===== config.mk =====
export PLATFORM = sky130hd
export DESIGN_NAME = cge_mac
export DESIGN_NICKNAME = d
export VERILOG_FILES = /design/src/rtl/core/conv2d_gradient_engine_unit_defines.svh /design/src/rtl/core/cge_pkg.sv /design/src/rtl/core/cge_mac.sv
export SDC_FILE = /design/constraint.sdc
export NUM_CORES = 1
export LEC_CHECK = 0
export ABC_CLOCK_PERIOD_IN_PS = 16800
export CAP_MARGIN = 20
export CORE_MARGIN = 1.5
export CORE_UTILIZATION = 28
export CTS_CLUSTER_DIAMETER = 80
export DETAILED_ROUTE_END_ITERATION = 10
export DONT_BUFFER_PORTS = 1
export MAX_ROUTING_LAYER = met4
export PLACE_DENSITY = 0.51
export SYNTH_ARGS = -nofsm -noshare
export SYNTH_HDL_FRONTEND = slang
export SYNTH_SLANG_ARGS = --single-unit

===== constraint.sdc =====
create_clock -name clock -period 16.8 [get_ports clock]
set_input_delay 2.52 -clock clock [delete_from_list [all_inputs] [get_ports clock]]
set_output_delay 2.52 -clock clock [all_outputs]
set_load 0.01 [all_outputs]

===== src/rtl/core/conv2d_gradient_engine_unit_defines.svh =====
// ----------------------------------------------------------------------------
// conv2d_gradient_engine_unit_defines
// Assertion helpers for the convolution gradient engine.
// ----------------------------------------------------------------------------
// Each macro checks a property on the rising clock, idle while reset is high.
`ifndef CONV2D_GRADIENT_ENGINE_UNIT_DEFINES_SVH
`define CONV2D_GRADIENT_ENGINE_UNIT_DEFINES_SVH

// Plain clocked property with a message on failure.
`define CGE_ASSERT(label, prop, msg) \
   label: assert property (@(posedge clock) disable iff (reset) (prop)) else $error(msg);

// Implication that must hold in the cycle after the trigger.
`define CGE_ASSERT_NEXT(label, trig, prop, msg) \
   label: assert property (@(posedge clock) disable iff (reset) (trig) |=> (prop)) \
      else $error(msg);

`endif


===== src/rtl/core/cge_pkg.sv =====
// ----------------------------------------------------------------------------
// cge_pkg
// Shared types, sizes and helpers of the convolution gradient engine.
// ----------------------------------------------------------------------------
`default_nettype none

package cge_pkg;

   // Matrix and kernel limits.
   localparam int MaxDim    = 32;
   localparam int MaxKernel = 8;
   localparam int DataW     = 16;
   localparam int ResW      = 48;
   localparam int IdxW      = 5;
   localparam int KIdxW     = 3;
   localparam int DimAddrW  = 2 * IdxW;
   localparam int KerAddrW  = 2 * KIdxW;

   // Command codes of an input item.
   typedef enum logic [2:0] {
      CMD_LOAD_IN   = 3'd0,
      CMD_LOAD_W    = 3'd1,
      CMD_LOAD_G    = 3'd2,
      CMD_COMP_IN   = 3'd3,
      CMD_COMP_W    = 3'd4,
      CMD_READ      = 3'd5
   } cmd_type;

   // Configuration register indexes.
   typedef enum logic [2:0] {
      REG_STRIDE_H  = 3'd0,
      REG_STRIDE_W  = 3'd1,
      REG_IN_ROWS   = 3'd2,
      REG_IN_COLS   = 3'd3,
      REG_W_ROWS    = 3'd4,
      REG_W_COLS    = 3'd5,
      REG_G_ROWS    = 3'd6,
      REG_G_COLS    = 3'd7
   } reg_idx_type;

   // Saturate a matrix dimension into 1..MaxDim.
   function automatic logic [5:0] sat_dim(input logic [5:0] v);
      logic [5:0] r;
      r = v;
      if (v == 6'd0) r = 6'd1;
      else if (v > 6'(MaxDim)) r = 6'(MaxDim);
      return r;
   endfunction

   // Saturate a kernel dimension into 1..MaxKernel.
   function automatic logic [3:0] sat_kern(input logic [3:0] v);
      logic [3:0] r;
      r = v;
      if (v == 4'd0) r = 4'd1;
      else if (v > 4'(MaxKernel)) r = 4'(MaxKernel);
      return r;
   endfunction

endpackage

`default_nettype wire


===== src/rtl/core/cge_mac.sv =====
// ----------------------------------------------------------------------------
// cge_mac
// Shared multiply-accumulate unit: registered product, then a 48-bit add.
// ----------------------------------------------------------------------------
`default_nettype none

module cge_mac
   import cge_pkg::*;
(
   input  wire logic                     clock,
   input  wire logic                     mul_en,
   input  wire logic signed [DataW-1:0]  op_a,
   input  wire logic signed [DataW-1:0]  op_b,
   input  wire logic        [ResW-1:0]   acc_in,
   output logic             [ResW-1:0]   sum
);

   logic signed [2*DataW-1:0] prod_ff;
   logic signed [2*DataW-1:0] prod_in;

   // Product stage.
   assign prod_in = op_a * op_b;

   always_ff @(posedge clock) begin
      if (mul_en) begin
         prod_ff <= prod_in;
      end
   end

   // Accumulate stage, wrapping modulo 2^48.
   assign sum = acc_in + ResW'(prod_ff);

endmodule

`default_nettype wire

==> metrics.yaml <==
die:
  die_h_um: 224
  rows: 80
  design.die.area_mm2: 0.0503
  io_pins: 130
  die_w_um: 224
  initial_core_util: 0.285
  core_mm2: 0.0480
sta:
  finalHoldViolations: 0
  tns_ns: 0
  setup_violations: 0
  finalCriticalPeriod_ns: 8.07
  grt_setup_unrepaired: "no"
  slew_headroom: 0.505
  drv_slew: 0
  finalCritPeriodShare: 0.480
  worst_slew_pin_slew_ns: 0.733
  max_freq_ghz: 0.124
global_route:
  grt_util_all_layers: 0.144
  grt_use_met2: 0.219
  antenna_found_initial: 0
  overflow: 0
  grt_pass1_vias: 10500
  grt.busiest_layer: "met2"
  globalRouteMet3Util: 0.0163
  grt_max_degree: 33
  met1_usage: 0.205
  grt_first_pass_wirelength_um: 56300
cts:
  cts_tree: "yes"
  cts_made_buffers: 5
  cts_setup_buffers: 0
  clock_path_buffers: 2
  cts-resized-gates: 0
  cts-root-buf: "clkbuf_16"
  clock-sinks: 32
  htree_levels: 2
  cts.reportedPaths.clkPinSlew_ns: 0.05
  ctsHoldBuffers: 0
final_layout:
  reg.largest.list: "prod_ff (32)"
  layout_commonest_cell: "inv_1"
  antennaDiodeCount: 0
  largest_reg_flops: 32
  layout-drive-gt1-share: 0.0145
  mostFrequentLayoutCells: "inv_1 (347), fa_1 (263), nand2_1 (154), ha_1 (129), and2_1 (125)"
  stdcell_area_mm2: 0.0145
  nets: 1994
  regMostFlops: "prod_ff"
  syn_to_final_growth_pct: 5.53
  fin_cells: 2136
detailed_routing:
  wl_per_cell_um: 16.3
  ant_nets: 0
  drc: 0
  vias: 9931
  drt_iter0_drc: 551
  dr.pass1.iters: 5
  post_drt_via_cell_ratio: 4.65
  wirelength_um: 34700
worst_setup_path:
  cp_slowest_stage_delay_ns: 0.51
  cp-start-kind: "primary input"
  cp_max_fo: 5
  worstPathCellList: "ha_1 > inv_1 > fa_1 > nor2b_1 > o31ai_2 > a311o_1 > a21oi_1 > o2111ai_1 > a31oi_2 > a2111oi_0 > a311oi_1"
  cp.arrival_ns: 5.55
  slowest_stage: "a311oi_1"
  worstSetupEndpointType: "primary output"
  critPathKind: "in -> out"
  worstPathRequired_ns: 14.28
logic_synthesis:
  yosys_warnings: 0
  synth_flop_cell: "edfxtp_1"
  synth-edff-count: 32
  ys_ff_latch: 32
  synth_cell_types: 66
  ys_seq_area_frac: 0.0701
  synthArstFlopShare: 0
  mappedNetlistNets: 2033
  syn_inst: 1559
  synth_area_mm2: 0.0137
  syn_area_per_cell_um2: 8.79
placement:
  dpl_cell_area_mm2: 0.0143
  place_congestion: 0.898
  dp.final_hpwl_um: 30100
  post-place-cells: 2128
  port_buffers: 0
run:
  cap_violations: 0
hold_path:
  hold_path_class: "in -> reg"
run_status:
  outcome: "completed"
-- area by class of cell --
class / instances / area (µm²)
fill: 5110 / 33600
clock buffer: 6 / 129
inverter: 347 / 1300
tap: 615 / 769
multi-input combinational: 1134 / 11300
clock inverter: 2 / 35.0
sequential: 32 / 961
-- per-layer routing --
metal  vias up  wire length (µm)
li1       4824                 -
met1      4887             17800
met2       186             14900
met3        34              1430
met4         0               597
met5         -                 0
-- path summary, 6_finish.rpt --
| path | startpoint | to | slack, ns | cells past startpoint |
|---|---|---|---|---|
| min | mul_en | prod_ff[1] | 2.35 | 0 |
| max | acc_in[0] | sum[46] | 8.73 | 11 |
-- worst max-delay path: cells and delay by family --
| kind | cells | cell delay [ns] |
|---|---|---|
| and+or+nand+nor | 1 | 0.21 |
| AOI/OAI and AO/OA | 7 | 2.15 |
| buffers and inverters | 1 | 0.07 |
| adders and majority gates | 2 | 0.60 |
-- synth_stat cells, types with 3 or more instances --
| library cell | number | share of area |
|---|---|---|
| a211o_1 | 5 | 0.0032 |
| a211oi_1 | 14 | 0.0077 |
| a21boi_0 | 4 | 0.0022 |
| a21o_1 | 35 | 0.019 |
| a21oi_1 | 71 | 0.026 |
| a311oi_1 | 3 | 0.0019 |
| a31oi_1 | 9 | 0.0041 |
| and2_1 | 125 | 0.057 |
| and3_1 | 12 | 0.0055 |
| and4_1 | 3 | 0.0019 |
| clkbuf_1 | 42 | 0.012 |
| edfxtp_1 | 32 | 0.070 |
| fa_1 | 263 | 0.38 |
| ha_1 | 129 | 0.12 |
| inv_1 | 347 | 0.095 |
| nand2_1 | 154 | 0.042 |
| nand2b_1 | 7 | 0.0032 |
| nand3_1 | 18 | 0.0066 |
| nand4_1 | 10 | 0.0046 |
| nor2_1 | 53 | 0.015 |
| nor2b_1 | 11 | 0.0050 |
| nor3_1 | 15 | 0.0055 |
| o211ai_1 | 8 | 0.0044 |
| o21a_1 | 10 | 0.0055 |
| o21ai_0 | 35 | 0.013 |
| o21ai_1 | 5 | 0.0018 |
| o21bai_1 | 17 | 0.0093 |
| o31a_1 | 4 | 0.0026 |
| o31ai_1 | 3 | 0.0016 |
| or2_2 | 3 | 0.0014 |
| or3_1 | 3 | 0.0014 |
| xnor2_1 | 52 | 0.033 |
| xor2_1 | 15 | 0.0096 |
-- stage by stage --
step	worst slack, ns	util	hold WS (ns)
floorplan	8.74	-	2.63
global route	8.53	0.301	2.34
CTS	8.74	0.301	2.35
detailed placement	8.54	0.297	2.64
finish	8.73	0.301	2.35
global placement	8.61	0.297	2.64
-- cells by family (layout without fill, tap and decap cells) --
family / after synthesis / in the layout / share of synthesized area
fa+ha+maj: 392 / 392 / 0.502
xor+xnor: 67 / 67 / 0.0428
mux: 2 / 2 / 0.00164
flops: 32 / 32 / 0.0701
compound gates: 248 / 248 / 0.120
simple gates: 425 / 425 / 0.155
buf+inv: 393 / 355 / 0.108
Power is left out: the tool's default activity adds up to more than one toggle a clock period on the data nets, which glitch-free logic cannot reach.
